**config.mk**
```make
export PLATFORM = sky130hd
export DESIGN_NAME = sync_frame_receiver_fletcher_flat
export DESIGN_NICKNAME = d
export VERILOG_FILES = /design/src/sv/sfrf_pkg.sv /design/src/sv/sfrf_in_if.sv /design/src/sv/sfrf_out_if.sv /design/src/sv/sfrf_cfg_if.sv /design/src/sv/sfrf_ram.sv /design/src/sv/sfrf_cfg_regs.sv /design/src/sv/sfrf_parser.sv /design/src/sv/sync_frame_receiver_fletcher.sv /design/src/flat_wrapper.sv
export SDC_FILE = /design/constraint.sdc
export NUM_CORES = 1
export LEC_CHECK = 0
export BUFFER_PORTS_ARGS = -buffer_cell sky130_fd_sc_hd__clkbuf_2
export CORE_ASPECT_RATIO = 0.5
export CORE_UTILIZATION = 45
export DETAILED_ROUTE_END_ITERATION = 12
export PLACE_DENSITY = 0.68
export SLEW_MARGIN = 0
export SYNTH_ARGS = -nofsm -noshare
export SYNTH_HDL_FRONTEND = slang
export SYNTH_SLANG_ARGS = --single-unit
```
**constraint.sdc**
```tcl
create_clock -name clk -period 3.6 [get_ports clk]
set_input_delay 0.18 -clock clk [delete_from_list [all_inputs] [get_ports clk]]
set_output_delay 0.18 -clock clk [all_outputs]
set_load 0.01 [all_outputs]
```
**src/sv/sfrf_pkg.sv**
```systemverilog
// ----------------------------------------------------------------------------
// sfrf_pkg
// Shared constants, codes and types of the sync frame receiver with
// Fletcher-8 check.
// ----------------------------------------------------------------------------
package sfrf_pkg;

  // payload store geometry
  localparam int MAX_PAYLOAD   = 64;
  localparam int PAY_AW        = $clog2(MAX_PAYLOAD);
  localparam int LEN_W         = PAY_AW + 1;

  // message table
  localparam int TABLE_ENTRIES = 6;
  localparam int ENT_CODE_W    = 16;
  localparam int ENT_LEN_LSB   = 16;
  localparam int ENT_LEN_W     = 8;
  localparam int ENT_EN_BIT    = 24;

  // configuration port
  localparam int CFG_IW        = 3;
  localparam int CFG_DW        = 25;
  localparam int SYNC_W        = 16;
  localparam logic [SYNC_W-1:0] SYNC_RESET = 16'h62B5;

  localparam logic [CFG_IW-1:0] REG_SYNC   = 3'd0;
  localparam logic [CFG_IW-1:0] REG_ENTRY0 = 3'd1;

  // result fields
  localparam int ST_W   = 3;
  localparam int BIDX_W = 6;

  localparam logic [ST_W-1:0] ST_PAYLOAD = 3'd0;
  localparam logic [ST_W-1:0] ST_UNKNOWN = 3'd1;
  localparam logic [ST_W-1:0] ST_LENGTH  = 3'd2;
  localparam logic [ST_W-1:0] ST_CKA     = 3'd3;
  localparam logic [ST_W-1:0] ST_CKB     = 3'd4;

  // table lookup answer
  typedef struct packed {
    logic                 hit;
    logic [ENT_LEN_W-1:0] exp_len;
  } lkup_t;

  // payload store access
  typedef struct packed {
    logic              we;
    logic [PAY_AW-1:0] waddr;
    logic [7:0]        wdata;
    logic              re;
    logic [PAY_AW-1:0] raddr;
  } ram_req_t;

endpackage

```
**src/sv/sfrf_in_if.sv**
```systemverilog
// ----------------------------------------------------------------------------
// sfrf_in_if
// Received byte channel: one serial byte per word.
// ----------------------------------------------------------------------------
interface sfrf_in_if ();
  logic       valid;
  logic       ready;
  logic [7:0] rx_byte;

  modport source (output valid, output rx_byte, input ready);
  modport sink   (input valid, input rx_byte, output ready);
endinterface

```
**src/sv/sfrf_out_if.sv**
```systemverilog
// ----------------------------------------------------------------------------
// sfrf_out_if
// Result channel: payload bytes of good frames and drop status words.
// ----------------------------------------------------------------------------
interface sfrf_out_if import sfrf_pkg::*; ();
  logic              valid;
  logic              ready;
  logic [ST_W-1:0]   status;
  logic [7:0]        msg_class;
  logic [7:0]        msg_id;
  logic [7:0]        payload_byte;
  logic [BIDX_W-1:0] byte_index;
  logic              last;

  modport source (output valid, output status, output msg_class, output msg_id,
                  output payload_byte, output byte_index, output last,
                  input ready);
  modport sink   (input valid, input status, input msg_class, input msg_id,
                  input payload_byte, input byte_index, input last,
                  output ready);
endinterface

```
**src/sv/sfrf_cfg_if.sv**
```systemverilog
// ----------------------------------------------------------------------------
// sfrf_cfg_if
// Configuration write channel: register index and write data.
// ----------------------------------------------------------------------------
interface sfrf_cfg_if import sfrf_pkg::*; ();
  logic              valid;
  logic              ready;
  logic [CFG_IW-1:0] index;
  logic [CFG_DW-1:0] data;

  modport source (output valid, output index, output data, input ready);
  modport sink   (input valid, input index, input data, output ready);
endinterface

```
**src/sv/sfrf_ram.sv**
```systemverilog
// ----------------------------------------------------------------------------
// sfrf_ram
// Generic single-port-write, single-port-read RAM with registered read data.
// ----------------------------------------------------------------------------
module sfrf_ram #(
  parameter int DEPTH = 64,
  parameter int WIDTH = 8
) (
  input  logic                     clk,
  input  logic                     we,
  input  logic [$clog2(DEPTH)-1:0] waddr,
  input  logic [WIDTH-1:0]         wdata,
  input  logic                     re,
  input  logic [$clog2(DEPTH)-1:0] raddr,
  output logic [WIDTH-1:0]         rdata
);

  logic [WIDTH-1:0] mem [DEPTH];
  logic [WIDTH-1:0] rdata_r;

  // write port
  always_ff @(posedge clk) begin
    if (we) begin
      mem[waddr] <= wdata;
    end
  end

  // read port: hold data when not enabled
  always_ff @(posedge clk) begin
    if (re) begin
      rdata_r <= mem[raddr];
    end
  end

  assign rdata = rdata_r;

endmodule

```
**src/sv/sfrf_cfg_regs.sv**
```systemverilog
// ----------------------------------------------------------------------------
// sfrf_cfg_regs
// Sync word and message table registers, plus the class/id table lookup.
// ----------------------------------------------------------------------------
module sfrf_cfg_regs import sfrf_pkg::*; (
  input  logic                  clk,
  input  logic                  rst_n,
  sfrf_cfg_if.sink              cfg_if,
  input  logic [ENT_CODE_W-1:0] code,
  output logic [7:0]            sync1,
  output logic [7:0]            sync2,
  output lkup_t                 lkup
);

  logic [SYNC_W-1:0] sync_r;
  logic [CFG_DW-1:0] entry_r [TABLE_ENTRIES];

  // writes are always taken
  assign cfg_if.ready = 1'b1;

  // register writes; indexes past the table are dropped
  always_ff @(posedge clk) begin
    if (!rst_n) begin
      sync_r <= SYNC_RESET;
      for (int i = 0; i < TABLE_ENTRIES; i++) begin
        entry_r[i] <= '0;
      end
    end else if (cfg_if.valid) begin
      if (cfg_if.index == REG_SYNC) begin
        sync_r <= cfg_if.data[SYNC_W-1:0];
      end
      for (int i = 0; i < TABLE_ENTRIES; i++) begin
        if (cfg_if.index == CFG_IW'(int'(REG_ENTRY0) + i)) begin
          entry_r[i] <= cfg_if.data;
        end
      end
    end
  end

  assign sync1 = sync_r[7:0];
  assign sync2 = sync_r[15:8];

  // lowest enabled matching entry wins: scan from the top down
  always_comb begin
    lkup = '0;
    for (int i = TABLE_ENTRIES - 1; i >= 0; i--) begin
      if (entry_r[i][ENT_EN_BIT] && entry_r[i][ENT_CODE_W-1:0] == code) begin
        lkup.hit     = 1'b1;
        lkup.exp_len = entry_r[i][ENT_LEN_LSB +: ENT_LEN_W];
      end
    end
  end

endmodule

```
**src/sv/sfrf_parser.sv**
```systemverilog
// ----------------------------------------------------------------------------
// sfrf_parser
// Frame decode state machine with Fletcher-8 sums, payload store writes and
// the store readout sequencer feeding the result register.
// ----------------------------------------------------------------------------
module sfrf_parser import sfrf_pkg::*; (
  input  logic                  clk,
  input  logic                  rst_n,
  sfrf_in_if.sink               in_if,
  sfrf_out_if.source            out_if,
  input  logic [7:0]            sync1,
  input  logic [7:0]            sync2,
  input  lkup_t                 lkup,
  output logic [ENT_CODE_W-1:0] code,
  output ram_req_t              ram_req,
  input  logic [7:0]            ram_rdata
);

  localparam logic [3:0] PH_SYNC1   = 4'd0;
  localparam logic [3:0] PH_SYNC2   = 4'd1;
  localparam logic [3:0] PH_CLASS   = 4'd2;
  localparam logic [3:0] PH_ID      = 4'd3;
  localparam logic [3:0] PH_LEN1    = 4'd4;
  localparam logic [3:0] PH_LEN2    = 4'd5;
  localparam logic [3:0] PH_PAYLOAD = 4'd6;
  localparam logic [3:0] PH_CKA     = 4'd7;
  localparam logic [3:0] PH_CKB     = 4'd8;
  localparam logic [3:0] PH_READ    = 4'd9;

  logic [3:0]       phase_r,    phase_nxt;
  logic [7:0]       sum_a_r,    sum_a_nxt;
  logic [7:0]       sum_b_r,    sum_b_nxt;
  logic [7:0]       class_r,    class_nxt;
  logic [7:0]       id_r,       id_nxt;
  logic [7:0]       len_lo_r,   len_lo_nxt;
  logic [LEN_W-1:0] frame_len_r, frame_len_nxt;
  logic [LEN_W-1:0] fill_r,     fill_nxt;
  logic [LEN_W-1:0] iss_r,      iss_nxt;
  logic [LEN_W-1:0] pend_idx_r, pend_idx_nxt;
  logic             pend_r,     pend_nxt;

  logic              out_valid_r, out_valid_nxt;
  logic [ST_W-1:0]   out_status_r, out_status_nxt;
  logic [7:0]        out_class_r, out_class_nxt;
  logic [7:0]        out_id_r,    out_id_nxt;
  logic [7:0]        out_pbyte_r, out_pbyte_nxt;
  logic [BIDX_W-1:0] out_bidx_r,  out_bidx_nxt;
  logic              out_last_r,  out_last_nxt;

  logic             out_free;
  logic             in_fire;
  logic [7:0]       b;
  logic [7:0]       sa_add;
  logic [7:0]       sb_add;
  logic [15:0]      len_full;
  logic [LEN_W-1:0] fill_inc;
  logic             load;
  logic             issue;

  // result register frees when empty or taken this cycle
  assign out_free     = !out_valid_r || out_if.ready;
  assign in_if.ready  = (phase_r != PH_READ) && out_free;
  assign in_fire      = in_if.valid && in_if.ready;
  assign b            = in_if.rx_byte;

  // Fletcher-8 running sums
  assign sa_add   = sum_a_r + b;
  assign sb_add   = sum_b_r + sa_add;
  assign len_full = {b, len_lo_r};
  assign fill_inc = fill_r + LEN_W'(1);
  assign code     = {id_r, class_r};

  // readout: store reads happen only after the frame is fully written,
  // so reads and writes never overlap on one entry
  assign load  = pend_r && out_free;
  assign issue = (phase_r == PH_READ) && (iss_r < frame_len_r) && (!pend_r || load);

  always_comb begin
    phase_nxt      = phase_r;
    sum_a_nxt      = sum_a_r;
    sum_b_nxt      = sum_b_r;
    class_nxt      = class_r;
    id_nxt         = id_r;
    len_lo_nxt     = len_lo_r;
    frame_len_nxt  = frame_len_r;
    fill_nxt       = fill_r;
    iss_nxt        = iss_r;
    pend_idx_nxt   = pend_idx_r;
    pend_nxt       = pend_r;
    out_valid_nxt  = out_valid_r && !out_if.ready;
    out_status_nxt = out_status_r;
    out_class_nxt  = out_class_r;
    out_id_nxt     = out_id_r;
    out_pbyte_nxt  = out_pbyte_r;
    out_bidx_nxt   = out_bidx_r;
    out_last_nxt   = out_last_r;
    ram_req        = '0;
    ram_req.waddr  = fill_r[PAY_AW-1:0];
    ram_req.wdata  = b;
    ram_req.raddr  = iss_r[PAY_AW-1:0];

    // decode one received word
    if (in_fire) begin
      out_class_nxt = class_r;
      out_id_nxt    = id_r;
      out_pbyte_nxt = '0;
      out_bidx_nxt  = '0;
      out_last_nxt  = 1'b1;
      case (phase_r)
        PH_SYNC1: begin
          if (b == sync1) begin
            phase_nxt = PH_SYNC2;
          end
        end
        PH_SYNC2: begin
          if (b == sync2) begin
            phase_nxt = PH_CLASS;
          end else begin
            phase_nxt = PH_SYNC1;
            sum_a_nxt = '0;
            sum_b_nxt = '0;
            len_lo_nxt = '0;
            frame_len_nxt = '0;
            fill_nxt = '0;
          end
        end
        PH_CLASS: begin
          sum_a_nxt = sa_add;
          sum_b_nxt = sb_add;
          class_nxt = b;
          phase_nxt = PH_ID;
        end
        PH_ID: begin
          sum_a_nxt = sa_add;
          sum_b_nxt = sb_add;
          id_nxt    = b;
          phase_nxt = PH_LEN1;
        end
        PH_LEN1: begin
          sum_a_nxt  = sa_add;
          sum_b_nxt  = sb_add;
          len_lo_nxt = b;
          phase_nxt  = PH_LEN2;
        end
        PH_LEN2: begin
          sum_a_nxt = sa_add;
          sum_b_nxt = sb_add;
          if (!lkup.hit ||
              len_full != {8'h00, lkup.exp_len} ||
              len_full > 16'(MAX_PAYLOAD)) begin
            // drop: report and restart hunt
            out_valid_nxt  = 1'b1;
            out_status_nxt = lkup.hit ? ST_LENGTH : ST_UNKNOWN;
            phase_nxt      = PH_SYNC1;
            sum_a_nxt      = '0;
            sum_b_nxt      = '0;
            len_lo_nxt     = '0;
            frame_len_nxt  = '0;
            fill_nxt       = '0;
          end else begin
            frame_len_nxt = LEN_W'(len_lo_r);
            fill_nxt      = '0;
            phase_nxt     = (len_lo_r == 8'h00) ? PH_CKA : PH_PAYLOAD;
          end
        end
        PH_PAYLOAD: begin
          sum_a_nxt  = sa_add;
          sum_b_nxt  = sb_add;
          ram_req.we = 1'b1;
          fill_nxt   = fill_inc;
          if (fill_inc >= frame_len_r) begin
            phase_nxt = PH_CKA;
          end
        end
        PH_CKA: begin
          if (b != sum_a_r) begin
            out_valid_nxt  = 1'b1;
            out_status_nxt = ST_CKA;
            phase_nxt      = PH_SYNC1;
            sum_a_nxt      = '0;
            sum_b_nxt      = '0;
            len_lo_nxt     = '0;
            frame_len_nxt  = '0;
            fill_nxt       = '0;
          end else begin
            phase_nxt = PH_CKB;
          end
        end
        PH_CKB: begin
          sum_a_nxt  = '0;
          sum_b_nxt  = '0;
          len_lo_nxt = '0;
          fill_nxt   = '0;
          if (b != sum_b_r) begin
            out_valid_nxt  = 1'b1;
            out_status_nxt = ST_CKB;
            phase_nxt      = PH_SYNC1;
            frame_len_nxt  = '0;
          end else if (frame_len_r == '0) begin
            phase_nxt = PH_SYNC1;
          end else begin
            // good frame: start store readout
            phase_nxt = PH_READ;
            iss_nxt   = '0;
            pend_nxt  = 1'b0;
          end
        end
        default: begin
          phase_nxt     = PH_SYNC1;
          sum_a_nxt     = '0;
          sum_b_nxt     = '0;
          len_lo_nxt    = '0;
          frame_len_nxt = '0;
          fill_nxt      = '0;
        end
      endcase
    end

    // advance store readout
    if (phase_r == PH_READ) begin
      if (issue) begin
        ram_req.re   = 1'b1;
        iss_nxt      = iss_r + LEN_W'(1);
        pend_idx_nxt = iss_r;
      end
      pend_nxt = issue ? 1'b1 : (load ? 1'b0 : pend_r);
      if (load) begin
        out_valid_nxt  = 1'b1;
        out_status_nxt = ST_PAYLOAD;
        out_class_nxt  = class_r;
        out_id_nxt     = id_r;
        out_pbyte_nxt  = ram_rdata;
        out_bidx_nxt   = pend_idx_r[BIDX_W-1:0];
        out_last_nxt   = (pend_idx_r + LEN_W'(1)) == frame_len_r;
        if ((pend_idx_r + LEN_W'(1)) == frame_len_r) begin
          phase_nxt     = PH_SYNC1;
          frame_len_nxt = '0;
        end
      end
    end
  end

  // control state
  always_ff @(posedge clk) begin
    if (!rst_n) begin
      phase_r     <= PH_SYNC1;
      sum_a_r     <= '0;
      sum_b_r     <= '0;
      class_r     <= '0;
      id_r        <= '0;
      len_lo_r    <= '0;
      frame_len_r <= '0;
      fill_r      <= '0;
      iss_r       <= '0;
      pend_r      <= 1'b0;
      out_valid_r <= 1'b0;
    end else begin
      phase_r     <= phase_nxt;
      sum_a_r     <= sum_a_nxt;
      sum_b_r     <= sum_b_nxt;
      class_r     <= class_nxt;
      id_r        <= id_nxt;
      len_lo_r    <= len_lo_nxt;
      frame_len_r <= frame_len_nxt;
      fill_r      <= fill_nxt;
      iss_r       <= iss_nxt;
      pend_r      <= pend_nxt;
      out_valid_r <= out_valid_nxt;
    end
  end

  // result payload
  always_ff @(posedge clk) begin
    pend_idx_r   <= pend_idx_nxt;
    out_status_r <= out_status_nxt;
    out_class_r  <= out_class_nxt;
    out_id_r     <= out_id_nxt;
    out_pbyte_r  <= out_pbyte_nxt;
    out_bidx_r   <= out_bidx_nxt;
    out_last_r   <= out_last_nxt;
  end

  assign out_if.valid        = out_valid_r;
  assign out_if.status       = out_status_r;
  assign out_if.msg_class    = out_class_r;
  assign out_if.msg_id       = out_id_r;
  assign out_if.payload_byte = out_pbyte_r;
  assign out_if.byte_index   = out_bidx_r;
  assign out_if.last         = out_last_r;

endmodule

```
**src/sv/sync_frame_receiver_fletcher.sv**
```systemverilog
// ----------------------------------------------------------------------------
// sync_frame_receiver_fletcher
// Sync-framed message receiver with Fletcher-8 check and payload readout.
//
//   channel  direction  word contents
//   in_if    sink       rx_byte
//   out_if   source     status, msg_class, msg_id, payload_byte, byte_index, last
//   cfg_if   sink       index (0 sync word, 1..6 table entries), data
//
// One received byte is taken per cycle while no payload readout runs.
// A good frame then streams its payload from the store at one byte per cycle
// while results are taken, through the single registered read port; input
// is held off during the readout. Results wait in one output register, and a
// stalled result holds off the next input byte. Reset is synchronous; the
// payload store needs no clearing since a frame only reads what it wrote.
// ----------------------------------------------------------------------------
module sync_frame_receiver_fletcher import sfrf_pkg::*; (
  input  logic       clk,
  input  logic       rst_n,
  sfrf_in_if.sink    in_if,
  sfrf_out_if.source out_if,
  sfrf_cfg_if.sink   cfg_if
);

  logic [7:0]            sync1;
  logic [7:0]            sync2;
  lkup_t                 lkup;
  logic [ENT_CODE_W-1:0] code;
  ram_req_t              ram_req;
  logic [7:0]            ram_rdata;

  // configuration and message table
  sfrf_cfg_regs u_cfg (
    .clk    (clk),
    .rst_n  (rst_n),
    .cfg_if (cfg_if),
    .code   (code),
    .sync1  (sync1),
    .sync2  (sync2),
    .lkup   (lkup)
  );

  // frame decoder and readout
  sfrf_parser u_parser (
    .clk       (clk),
    .rst_n     (rst_n),
    .in_if     (in_if),
    .out_if    (out_if),
    .sync1     (sync1),
    .sync2     (sync2),
    .lkup      (lkup),
    .code      (code),
    .ram_req   (ram_req),
    .ram_rdata (ram_rdata)
  );

  // payload store
  sfrf_ram #(
    .DEPTH (MAX_PAYLOAD),
    .WIDTH (8)
  ) u_store (
    .clk   (clk),
    .we    (ram_req.we),
    .waddr (ram_req.waddr),
    .wdata (ram_req.wdata),
    .re    (ram_req.re),
    .raddr (ram_req.raddr),
    .rdata (ram_rdata)
  );

endmodule

```
**src/flat_wrapper.sv**
```systemverilog
// flat-port wrapper written by rule: the top's interface ports become plain ports
module sync_frame_receiver_fletcher_flat import sfrf_pkg::*;
  (clk, rst_n, in_if_valid, in_if_rx_byte, in_if_ready, out_if_valid, out_if_status, out_if_msg_class, out_if_msg_id, out_if_payload_byte, out_if_byte_index, out_if_last, out_if_ready, cfg_if_valid, cfg_if_index, cfg_if_data, cfg_if_ready);
  sfrf_in_if in_if_i ();
  sfrf_out_if out_if_i ();
  sfrf_cfg_if cfg_if_i ();
  input  logic clk;
  input  logic rst_n;
  input wire logic [$bits(in_if_i.valid)-1:0] in_if_valid;
  input wire logic [$bits(in_if_i.rx_byte)-1:0] in_if_rx_byte;
  output wire logic [$bits(in_if_i.ready)-1:0] in_if_ready;
  output wire logic [$bits(out_if_i.valid)-1:0] out_if_valid;
  output wire logic [$bits(out_if_i.status)-1:0] out_if_status;
  output wire logic [$bits(out_if_i.msg_class)-1:0] out_if_msg_class;
  output wire logic [$bits(out_if_i.msg_id)-1:0] out_if_msg_id;
  output wire logic [$bits(out_if_i.payload_byte)-1:0] out_if_payload_byte;
  output wire logic [$bits(out_if_i.byte_index)-1:0] out_if_byte_index;
  output wire logic [$bits(out_if_i.last)-1:0] out_if_last;
  input wire logic [$bits(out_if_i.ready)-1:0] out_if_ready;
  input wire logic [$bits(cfg_if_i.valid)-1:0] cfg_if_valid;
  input wire logic [$bits(cfg_if_i.index)-1:0] cfg_if_index;
  input wire logic [$bits(cfg_if_i.data)-1:0] cfg_if_data;
  output wire logic [$bits(cfg_if_i.ready)-1:0] cfg_if_ready;
  assign in_if_i.valid = in_if_valid;
  assign in_if_i.rx_byte = in_if_rx_byte;
  assign in_if_ready = in_if_i.ready;
  assign out_if_valid = out_if_i.valid;
  assign out_if_status = out_if_i.status;
  assign out_if_msg_class = out_if_i.msg_class;
  assign out_if_msg_id = out_if_i.msg_id;
  assign out_if_payload_byte = out_if_i.payload_byte;
  assign out_if_byte_index = out_if_i.byte_index;
  assign out_if_last = out_if_i.last;
  assign out_if_i.ready = out_if_ready;
  assign cfg_if_i.valid = cfg_if_valid;
  assign cfg_if_i.index = cfg_if_index;
  assign cfg_if_i.data = cfg_if_data;
  assign cfg_if_ready = cfg_if_i.ready;
  sync_frame_receiver_fletcher u_core (.clk(clk), .rst_n(rst_n), .in_if(in_if_i), .out_if(out_if_i), .cfg_if(cfg_if_i));
endmodule
```
## Word-level counts from Yosys, hierarchy flattened

Memories as Yosys holds them, arrays and structs flattened. A register that Yosys moved wholly into a read port is not among the register bits.
Cells that the tools add are included.

- Bits in writable memories: 662
- Memories: 2
- Input bits: 41
- Flip-flop bits (word level): 124
- Output and inout bits: 37

- Reduce and logical (&&, ||, !) cells: 38
- Multiplexer cells: 119
- Order comparisons: 3
- Eq/ne operators: 34
- Bitwise gates (word level): 9
- Add/subtract/negate cells: 5

Memories:

| name | words | bits a word | read ports | clocked after memory_dff | wr ports | RTL line | text |
|---|---|---|---|---|---|---|---|
| u_core.u_store.mem | 64 | 8 | 1 | 1 | 1 | sfrf_ram.sv:18 | `logic [WIDTH-1:0] mem [DEPTH];` |
| u_core.u_cfg.entry_r | 6 | 25 | 6 | 0 | 6 | sfrf_cfg_regs.sv:16 | `logic [CFG_DW-1:0] entry_r [TABLE_ENTRIES];` |

Operators with widths:

| operator | number |
|---|---|
| $mux W25 | 6 |
| $pmux W8 S5 | 3 |
| $mux W7 | 16 |
| $mux W8 | 14 |
| $eq A16 B16 Y1 | 6 |
| $mux W9 | 6 |
| $mux W1 | 48 |
| $mux W4 | 9 |
| $pmux W4 S9 | 1 |
| $pmux W7 S5 | 1 |
| $pmux W7 S4 | 1 |
| $add A7 B1 Y7 const B | 3 |
| $mux W3 | 7 |
| $mux W6 | 3 |
| $add A8 B8 Y8 | 2 |
| $eq A4 B3 Y1 const B | 4 |
| $eq A8 B8 Y1 | 2 |
| $gt A16 B7 Y1 const B | 1 |
| $ne A16 B8 Y1 | 1 |
| $ne A8 B8 Y1 | 2 |
| $logic_and A1 B1 Y1 | 12 |
| $reduce_or A4 Y1 | 3 |
| $reduce_and A5 Y1 | 2 |
| $eq A3 B3 Y1 const B | 3 |
| other kinds (27) | 52 |

## Depth between registers and ports, before layout

Gate-level depths: netlist (run 1).
An unclocked memory read counts as a cell.

- Depth after elaboration: 18
- Gate-level depth with buffers: 14
- Depth with buffers taken out: 14

## Hierarchy

Synthesis (run 1) repeated with hierarchy kept, for this count alone.

- Cells, all modules: 2282
- Area total of the unflattened synthesis: 34269.1 µm²

Modules (own cells, without submodules):

| module | area an instance (µm²) | instances | cells an instance |
|---|---|---|---|
| sfrf_ram | 20246.9 | 1 | 940 |
| sfrf_cfg_regs | 8010.2 | 1 | 647 |
| sfrf_parser | 6012.0 | 1 | 695 |

## Worst setup path before layout (run 1)

OpenSTA, ideal clock, no wires.

- Path kind: flip-flop to flip-flop
- From: reg u_core.u_parser.class_r[4]
- To: reg u_core.u_parser.frame_len_r[1]
- Period minus slack after synthesis: 3.276 ns
- Arrival time: 3.191 ns
- Slack: 0.324 ns
- Cell stages (with the launch flop): 13
- Buffers on the path: 2
- Data required time: 3.516 ns
- Cells stage by stage: dfxtp_1 > buf_2 > xnor2_1 > nand2_1 > or4_4 > a2111oi_0 > a311oi_2 > mux2i_1 > or4_4 > nor4_4 > nand3_2 > buf_6 > o31ai_2

- Word-level cells in the longest chain between the ends: 17

Ends and longest elaborated chain:

| what | RTL line | text |
|---|---|---|
| start: declaration | sfrf_parser.sv:33 | `logic [7:0] class_r, class_nxt;` |
| start signal: assignment | sfrf_parser.sv:261 | `class_r <= class_nxt;` |
| $eq A16 B16 Y1 | sfrf_cfg_regs.sv:47 | `if (entry_r[i][ENT_EN_BIT] && entry_r[i][ENT_CODE_W-1:0] == code) begin` |
| $logic_and A1 B1 Y1 | sfrf_cfg_regs.sv:47 |  |
| $mux W9 (5 in a row) | sfrf_cfg_regs.sv:47 |  |
| $mux W9 * | sfrf_cfg_regs.sv:47 |  |
| $ne A16 B8 Y1 / $logic_not A1 Y1 (equally long branches) | sfrf_parser.sv:149, sfrf_parser.sv:148 |  |
| $logic_or A1 B1 Y1 * | sfrf_parser.sv:148 | `if (!lkup.hit \|\|` |
| $logic_or A1 B1 Y1 * | sfrf_parser.sv:149 | `len_full != {8'h00, lkup.exp_len} \|\|` |
| $mux W7 * | sfrf_parser.sv:148 |  |
| $pmux W7 S5 * | sfrf_parser.sv:109 | `case (phase_r)` |
| $mux W7 * | sfrf_parser.sv:103 | `if (in_fire) begin` |
| $mux W7 | sfrf_parser.sv:235 | `if ((pend_idx_r + LEN_W'(1)) == frame_len_r) begin` |
| $mux W7 | sfrf_parser.sv:227 | `if (load) begin` |
| $mux W7 * | sfrf_parser.sv:220 | `if (phase_r == PH_READ) begin` |
| end signal: assignment | sfrf_parser.sv:264 | `frame_len_r <= frame_len_nxt;` |
| end: declaration | sfrf_parser.sv:36 | `logic [LEN_W-1:0] frame_len_r, frame_len_nxt;` |

Mark *: on every way between the ends. The rest lies on a longest branch, timed or not.
A chain may end at the register's enable or synchronous reset.

==> results of run 1 <==
==> metrics by stage <==
stage	instance area [um2]	total power, W	TNS [ns]	cells	worst slack [ns]
finish	40200	0.0186	0	3541	0.0630
global route	40200	0.0191	-0.404	3541	-0.0641
CTS	39800	0.0187	0	3528	0.00675
detailed placement	37000	0.0109	-9.56	3363	-0.395
global placement	37000	0.0109	-9.27	3363	-0.338
floorplan	34200	0.0106	0	2178	0.324
==> cells by family after synthesis <==
logic type | count (synthesis) | synth area share [%]
compound gates | 230 | 4.94
other cells | 1 | 0.0110
simple gates | 614 | 9.57
fa+ha+maj | 32 | 1.22
buf+inv | 159 | 1.97
flops | 794 | 66.3
mux | 202 | 12.1
xor+xnor | 146 | 3.83
==> final cells by class <==
class                           count  area share [%]
Sequential cell                   794            56.4
Tap cell                         1022            3.18
Inverter                           36           0.336
Clock inverter                     30           0.827
Timing Repair Buffer              325            6.23
Clock buffer                      109            5.19
Multi-Input combinational cell   1225            27.8
==> what timing repair did <==
action / 4_1_cts / 5_1_grt
pin swaps: 2 / 38
hold endpoints to repair: 139 / 0
resized for setup: 18 / 61
gates cloned: 0 / 3
hold buffers: 24 / 0
buffers inserted: 2 / 11
endpoints found under the setup margin: 37 / 35
==> registers in the layout, indices dropped and copies added (netlist names), 7 cells and up <==
name and count:
u_core.u_cfg.entry_r 150, u_core.u_cfg.sync_r 16, u_core.u_parser.class_r 8, u_core.u_parser.fill_r 7
u_core.u_parser.frame_len_r 7, u_core.u_parser.id_r 8, u_core.u_parser.iss_r 7, u_core.u_parser.len_lo_r 8
u_core.u_parser.out_if.msg_class 8, u_core.u_parser.out_if.msg_id 8, u_core.u_parser.out_if.payload_byte 8, u_core.u_parser.pend_idx_r 7
u_core.u_parser.sum_a_r 8, u_core.u_parser.sum_b_r 8, u_core.u_store.mem 512, u_core.u_store.rdata 8
==> power by group through the flow <==
| stage | Combinational, W | Sequential, W | Clock [W] |
|---|---|---|---|
| 5_1_grt | 0.000629 | 0.0102 | 0.00835 |
| 3_3_place_gp | 0.000539 | 0.0104 | 0 |
| 4_1_cts | 0.000577 | 0.0102 | 0.00799 |
| 6_report | 0.000584 | 0.0102 | 0.00789 |
| 3_5_place_dp | 0.000549 | 0.0104 | 0 |
| 2_1_floorplan | 0.000250 | 0.0103 | 0 |
==> Yosys cell counts (6+ instances only) <==
master / instances / share of area [%]
nand2_1: 103 / 1.1
a21o_1: 13 / 0.29
buf_6: 6 / 0.20
o221ai_1: 6 / 0.15
clkbuf_1: 85 / 0.93
or3_1: 9 / 0.16
o21ai_0: 38 / 0.56
a21oi_1: 31 / 0.45
buf_1: 16 / 0.18
xnor2_1: 109 / 2.8
a32oi_1: 15 / 0.38
xor2_1: 33 / 0.85
mux2_2: 14 / 0.46
nor4_1: 9 / 0.16
o211ai_1: 7 / 0.15
and2_1: 158 / 2.9
nor2_1: 126 / 1.4
mux4_2: 168 / 11
nand4_1: 32 / 0.59
a21boi_0: 18 / 0.40
nor2b_1: 25 / 0.46
inv_1: 35 / 0.38
ha_1: 30 / 1.1
edfxtp_1: 677 / 59
nand3_1: 68 / 1.0
o21ai_1: 13 / 0.19
nand3b_1: 8 / 0.18
mux2i_1: 20 / 0.59
nand2b_1: 13 / 0.24
and3_1: 10 / 0.18
buf_2: 11 / 0.16
a22o_1: 14 / 0.36
nor3b_1: 7 / 0.15
a31oi_1: 8 / 0.15
nor3_1: 25 / 0.37
dfxtp_1: 117 / 6.9
==> final timing paths <==
path                                                   from                             end
worst max-delay path            u_core.u_cfg.entry_r[0][76]  u_core.u_parser.frame_len_r[6]
worst min register to register  u_core.u_parser.len_lo_r[4]     u_core.u_parser.len_lo_r[4]
worst min-delay path                       in_if_rx_byte[7]        u_core.u_store.mem[8][7]
worst max register to register  u_core.u_cfg.entry_r[0][76]  u_core.u_parser.frame_len_r[6]
==> metal layers <==
metal / vias to the layer above / share of wire [%] / track usage, %
met1: 10300 / 41 / 29.7
met3: 133 / 6.2 / 3.16
met4: 0 / 2.7 / 6.58
li1: 8963 / - / -
met5: - / 0 / 0
met2: 702 / 50 / 36.9
==> impl_metrics.ini, run 1 <==
[pwr]
seq_power_share_pct = 54.5
cell_internal_pwr_w = 0.0147
switchingPower_w = 0.00398
p_sw_share_pct = 21.4
combPwrFrac_pct = 3.1
pwr-share-clk_pct = 42.3
ir_worst_vdd_mv = 0.377
power.leakage_nw = 13.4
p_per_area_mw_per_mm2 = 463

[clock_tree]
cts_sinks = 794
cts_buffers = 75
cts_tree = done
clkLatencyLatePin_ns = 0.64
ctsLongestPathBuffers = 3
htreeDepth = 3
root_buffer = clkbuf_16
clkTransAtPathRegs_ns = 0.07

[die]
rows = 71
io_pins = 78
fp.dieArea_mm2 = 0.0771
die_y_um = 197
die-width_um = 392
core_area_mm2 = 0.0752
start_util_pct = 45.5

[synthesis]
ys_types = 84
netlist_area_mm2 = 0.0342
synth_sequential_area_ratio_pct = 66.3
dominantRegCellSynth = edfxtp_1
synth-seq-cells = 794
yosysWarnings = 0
synthesis.nets = 2251
synth_cells = 2178
avgSynthCellArea_um2 = 15.7
synthArstFlopShare_pct = 0
synth-edff-count = 677

[setup_path]
worst_path_max_delay_cell = or4_4
path_cells = xnor2_2 > nand3_2 > or4_4 > buf_4 > nor2_4 > buf_4 > buf_4 > or4b_4 > a41oi_2 > buf_4 > a2111oi_2 > buf_4 > nand3_4 > buf_12 > o31ai_2
critPathKind = register to register
cp_num_buf_inv = 6
ff2ff_setup_slack_ns = 0.06
path_max_fanout = 5
slowest_delay_ns = 0.55
endpoint_kind = register
worst_setup_path_start_kind = register
cp_top_family = simple AND/OR/NAND/NOR gates
cpMostUsedCell = buf_4
worstPathRequired_ns = 4.15
rr_worst_depth = 15
path_depth = 15
arrival_ns = 4.09

[timing]
min_period_over_period_pct = 98.2
tightest_slew_ns = 0.844
slew_headroom_pct = 43.7
finalClockSkew_ns = 0.0160
post-route-min-period_ns = 3.54
maxSlewViolCount = 0
max_freq_mhz = 283
setup_violations = 0
whs_ns = 0.0252
hold_viol = 0

[drt]
drc = 0
drt_iter0_drc = 1732
ant_nets = 0
dr_total_vias = 20100
avgRoutedWirePerCell_um = 24.0
wl_um = 85100
viasPerCell = 5.68
firstDrtPassIters = 5

[cells_and_area]
final_nets = 2530
nFillCells = 6004
final_cell_mix = 677 x edfxtp_1, 209 x buf_4, 168 x mux4_2
fin_util_pct = 53.5
antenna_cells = 0
final_common_cell = edfxtp_1
multiInputGateArea_mm2 = 0.0112
ff_latch_area_mm2 = 0.0227
drive_above_1_share_pct = 26.9
syn_to_final_growth_pct = 17.8

[grt]
grt_start_max_net_pins = 95
grt_pass1_vias = 19600
grt_pass1_wl_um = 125000
overflow = 0
grtUsageTotal_pct = 21.9
antenna_found_initial = 0

[place]
numPortBuffers = 76
routabilityCongestion = 0.890
dpl.hpwl_um = 55700

[status]
status = finished clean

[hold_path]
whs_path_depth = 1
hold_class = primary input to register

[flow_run]
cap_violations = 0
No activity file was read; power rests on OpenSTA's default activity.
==> inputs of run 2 (changes only) <==
==> constraint.sdc (replaced) <==
create_clock -name clk -period 3.6 [get_ports clk]
set_input_delay 0.36 -clock clk [delete_from_list [all_inputs] [get_ports clk]]
set_output_delay 0.36 -clock clk [all_outputs]
set_load 0.01 [all_outputs]
==> run 2 against run 1 <==
  * First-iteration DRC count is 3.8% lower
  * Non-clock buffer count is 41 lower
  * Final cell count is 1.4% lower
  * Total power is 0.75% lower
  * Clock skew is 0.012 ns higher
  * Sequential power hardly changed
  * Critical path depth stayed put
  * Hold slack better by 0.040 ns
  * Critical path type unchanged
  * Largest cell class unchanged
==> impl_metrics.ini, run 2 (synthesis results as in run 1) <==
[clock_tree]
htreeDepth = 3
clkTransAtPathRegs_ns = 0.06
cts_sinks = 794
ctsLongestPathBuffers = 3
root_buffer = clkbuf_16
clkLatencyLatePin_ns = 0.64
cts_buffers = 72
cts_tree = done

[setup_path]
worst_setup_path_start_kind = register
endpoint_kind = register
path_max_fanout = 7
worstPathRequired_ns = 4.15
arrival_ns = 4.15
critPathKind = register to register

[cells_and_area]
ff_latch_area_mm2 = 0.0227
instances_no_fill = 3493
syn_to_final_growth_pct = 16.4
top_regs = u_core.u_store.mem (512), u_core.u_cfg.entry_r (150), u_core.u_cfg.sync_r (16)
final_cell_mix = 677 x edfxtp_1, 196 x buf_4, 168 x mux4_2
nFillCells = 6035
multiInputGateArea_mm2 = 0.0112
drive_above_1_share_pct = 26.8
largest_reg_flops = 512
final_nets = 2486
regMostFlops = u_core.u_store.mem
final_common_cell = edfxtp_1

[timing]
rsz0062_at_grt = true
max_freq_mhz = 278
maxSlewViolCount = 0
slew_headroom_pct = 42.7
finalWorstSetupSlack_ns = 0.00804
hold_viol = 0
post-route-min-period_ns = 3.59
finalClockSkew_ns = 0.0285
final.setup.tns_ns = 0
setup_violations = 0
min_period_over_period_pct = 99.8
whs_ns = 0.0657
tightest_slew_ns = 0.859

[pwr]
p_per_area_mw_per_mm2 = 465
power.leakage_nw = 13.2
ir_worst_vdd_mv = 0.341

[drt]
firstDrtPassIters = 7
drc = 0
dr_total_vias = 19800
wl_um = 84600
viasPerCell = 5.67
avgRoutedWirePerCell_um = 24.2
drt_iter0_drc = 1667
ant_nets = 0

[die]
rows = 71
die-width_um = 392
fp.dieArea_mm2 = 0.0771
io_pins = 78
die_y_um = 197
core_area_mm2 = 0.0752
start_util_pct = 45.5

[flow_run]
cap_violations = 0

[hold_path]
hold_class = primary input to register

[grt]
grt_start_max_net_pins = 106
grt_pass1_wl_um = 125000
overflow = 0
grtUsageTotal_pct = 21.9
grt_pass1_vias = 19500
antenna_found_initial = 0

[place]
dpl.hpwl_um = 55200
numPortBuffers = 76
dp.cells = 3348
pre_cts_ws_ns = -0.209
routabilityCongestion = 0.912

[status]
status = finished clean
==> run 2: cell count changes in the layout (fill, tap and decap cells not counted), moves of 5 or more <==
cell and delta:
clkbuf_1 -17, clkbuf_16 -7, clkinv_2 +5, clkinv_1 +7, buf_4 -13, o21ai_1 +5, dlygate4sd3_1 -24, o21ai_0 -5
==> run 2: layout make-up <==
type | instances | area share [%]
antenna | 1 | 0.00629
clock buffer | 86 | 4.74
clock inverter | 45 | 1.23
inverter | 36 | 0.340
multi-input combinational | 1225 | 28.1
sequential | 794 | 57.1
tap | 1022 | 3.21
timing repair buffer | 284 | 5.28
==> run 2: critical path, stage by stage, from the launching register on <==
cell       delay [ns]
edfxtp_1         0.40
xnor2_1          0.19
buf_4            0.16
nand4_1          0.20
nor3_4           0.30
buf_4            0.16
buf_4            0.10
buf_4            0.09
a2111oi_1        0.08
a211o_1          0.30
or4_4            0.55
nor4_4           0.14
buf_4            0.18
nand3_4          0.21
buf_12           0.24
o31ai_2          0.20
==> run 2: power breakdown <==
| group | leakage (nW) | switching [W] | internal [W] |
|---|---|---|---|
| sequential | 7.16 | 0.0000733 | 0.0101 |
| clock | 1.15 | 0.00348 | 0.00430 |
| combinational | 4.86 | 0.000395 | 0.000164 |
==> run 2: worst paths after layout <==
path | endpoint | from | slack, ns | depth (start not counted)
max reg2reg | u_core.u_parser.frame_len_r[3] | u_core.u_cfg.entry_r[0][132] | 0.008 | 15
max | u_core.u_parser.frame_len_r[3] | u_core.u_cfg.entry_r[0][132] | 0.008 | 15
min reg2reg | u_core.u_parser.out_if.msg_id[2] | u_core.u_parser.out_if.msg_id[2] | 0.45 | 2
min | u_core.u_cfg.sync_r[3] | cfg_if_data[3] | 0.07 | 3
==> run 2: routing by layer <==
layer	vias up	routed length, um	global-route usage [%]
li1	8855	-	-
met1	10100	35400	29.3
met2	684	42600	37.6
met3	117	4560	3.14
met4	0	2010	5.98
met5	-	0	0
==> run 2: what timing repair did <==
action                                  in CTS  in global routing
pin swaps                                    8                 25
cloned                                       2                  1
endpoints found under the setup margin      35                 35
buffers inserted                             4                  6
hold buffers                                 0                  0
gates resized for setup                     33                 60
==> run 2: metrics by stage <==
step                power, W  cell area (um2)  util, %
detailed placement    0.0109            36900     49.1
finish                0.0185            39800     52.9
global placement      0.0109            36900     49.1
CTS                   0.0186            39500     52.5
global route          0.0190            39800     52.9
floorplan             0.0106            34200        -
==> inputs of run 3 (changes only) <==
PLACE_DENSITY = 0.7   (was 0.68)
clock period = 3.3 ns   (was 3.6 ns; I/O delays follow)
==> run 3 against run 2 <==
  * The run now ends with setup timing left
  * Final cell count grew 0.29%
  * Flip-flop and latch count is the same
  * Register-to-register slack worse by 0.25 ns
  * First-iteration DRC count is 9.4% higher
  * Total power is 8.4% higher
  * Highest routed layer is now met5
  * Via count up 1.6%
  * Clock power increased by 6.9%
  * Fmax increased by 1.4%
  * Critical endpoint is now u_core.u_parser.frame_len_r[5]
  * Largest cell class unchanged
  * Core utilization is 0.26 points higher
  * Largest power group unchanged
==> impl_metrics.ini, run 3 (synthesis results as in run 1) <==
[status]
status = complete, but fails checks
violations = setup timing

[die]
io_pins = 78
start_util_pct = 45.5
die-width_um = 392
fp.dieArea_mm2 = 0.0771
rows = 71
die_y_um = 197
core_area_mm2 = 0.0752

[clock_tree]
clkTransAtPathRegs_ns = 0.07
ctsLongestPathBuffers = 3
cts_sinks = 794
cts_buffers = 72
root_buffer = clkbuf_16
htreeDepth = 3
cts_tree = done
clkLatencyLatePin_ns = 0.64

[timing]
setup_violations = 36
hold_viol = 0
rsz0062_at_grt = true
maxSlewViolCount = 0
slew_headroom_pct = 39.7
max_freq_mhz = 282
finalClockSkew_ns = 0.0221
final.setup.tns_ns = -6.50
post-route-min-period_ns = 3.54
finalWorstSetupSlack_ns = -0.241
whs_ns = 0.0486
tightest_slew_ns = 0.902
min_period_over_period_pct = 107

[setup_path]
path_max_fanout = 8
critPathKind = register to register
worstPathRequired_ns = 3.84
worst_setup_path_start_kind = register
arrival_ns = 4.08
endpoint_kind = register

[cells_and_area]
regMostFlops = u_core.u_store.mem
final_common_cell = edfxtp_1
syn_to_final_growth_pct = 17.0
instances_no_fill = 3503
design_area_mm2 = 0.0400
drive_above_1_share_pct = 27.9
fin_util_pct = 53.2
final_cell_mix = 677 x edfxtp_1, 193 x buf_4, 168 x mux4_2
top_regs = u_core.u_store.mem (512), u_core.u_cfg.entry_r (150), u_core.u_cfg.sync_r (16)
nFillCells = 6026
largest_reg_flops = 512
final_nets = 2498

[pwr]
seq_power_share_pct = 55.3
p_sw_share_pct = 21.5
switchingPower_w = 0.00430
combPwrFrac_pct = 3.2
pwr-share-clk_pct = 41.5
p_per_area_mw_per_mm2 = 501
ir_worst_vdd_mv = 0.340
cell_internal_pwr_w = 0.0157
power.leakage_nw = 13.2

[grt]
antenna_found_initial = 2
grt_start_max_net_pins = 69
grt_pass1_wl_um = 129000
grt_pass1_vias = 20200
overflow = 0
grtUsageTotal_pct = 22.6

[flow_run]
cap_violations = 0

[drt]
drc = 0
viasPerCell = 5.74
drt_iter0_drc = 1824
avgRoutedWirePerCell_um = 24.8
ant_nets = 0
firstDrtPassIters = 5
wl_um = 86700
dr_total_vias = 20100

[place]
dp.cells = 3355
dpl.hpwl_um = 57400
placed_cell_area_mm2 = 0.0370
numPortBuffers = 76
routabilityCongestion = 0.923

[hold_path]
hold_class = primary input to register
==> run 3: changes by cell type in the layout (fill, tap and decap cells not counted), sizes merged <==
cell,change
buf,+12
clkinv,-3
bufinv,-2
clkbuf,+2
clkinvlp,-2
inv,+2
dlygate4sd3,+1
==> run 3: area by class of cell <==
| type | instances | area, um2 | area share (%) |
|---|---|---|---|
| flip-flops and latches | 794 | 22700 | 56.8 |
| multi-input cells | 1225 | 11300 | 28.3 |
| repair buffers | 296 | 2270 | 5.67 |
| clock buffers | 89 | 1910 | 4.77 |
| well taps | 1022 | 1280 | 3.20 |
| clock inverters | 40 | 374 | 0.936 |
| inverters | 36 | 135 | 0.338 |
| diodes | 1 | 2.50 | 0.00626 |
==> run 3: timing repair <==
item / in CTS / in global routing
pin swaps: 36 / 20
hold buffers: 1 / 0
endpoints found under the setup margin: 37 / 37
endpoints found under the hold margin: 1 / 0
cloned: 2 / 0
setup buffers: 5 / 10
resized for setup: 77 / 44
==> run 3: power groups by stage <==
stage / clock (W) / sequential, W / combinational [W]
floorplan: 0 / 0.0113 / 0.000272
global placement: 0 / 0.0113 / 0.000607
detailed placement: 0 / 0.0113 / 0.000620
CTS: 0.00840 / 0.0111 / 0.000634
global route: 0.00880 / 0.0111 / 0.000693
finish: 0.00832 / 0.0111 / 0.000649
==> run 3: worst max-delay path, cell delays in order (launching register included) <==
cell      delay, ns
dfxtp_4        0.40
buf_4          0.14
inv_1          0.06
a222oi_1       0.33
buf_4          0.19
and3_4         0.22
buf_4          0.12
buf_4          0.11
nand3_1        0.10
o311a_1        0.13
o31ai_1        0.39
mux2i_1        0.21
nor4_4         0.31
buf_4          0.17
nand3_4        0.15
buf_12         0.23
o31ai_2        0.17
==> run 3: routing by layer <==
metal  vias to the layer above  share of wire (%)  GRT usage (%)
met4                         4                2.4           5.76
met2                       722                 50           38.8
met5                         -              0.038              0
met1                     10300                 41           30.3
met3                       162                6.1           3.33
li1                       8884                  -              -
==> run 3: through the flow <==
| stage | total power, W | setup slack, ns |
|---|---|---|
| 2_1_floorplan | 0.0115 | 0.0244 |
| 3_3_place_gp | 0.0119 | -0.324 |
| 3_5_place_dp | 0.0119 | -0.335 |
| 4_1_cts | 0.0201 | -0.122 |
| 5_1_grt | 0.0206 | -0.369 |
| 6_report | 0.0200 | -0.241 |
==> run 3: worst paths after layout <==
path,from,end,slack [ns],cells after the start
worst max-delay path,u_core.u_parser.id_r[2],u_core.u_parser.frame_len_r[5],-0.24,16
worst min-delay path,cfg_if_data[6],u_core.u_cfg.sync_r[6],0.05,3
worst max register to register,u_core.u_parser.id_r[2],u_core.u_parser.frame_len_r[5],-0.24,16
worst min register to register,u_core.u_parser.out_if.msg_id[1],u_core.u_parser.out_if.msg_id[1],0.45,2
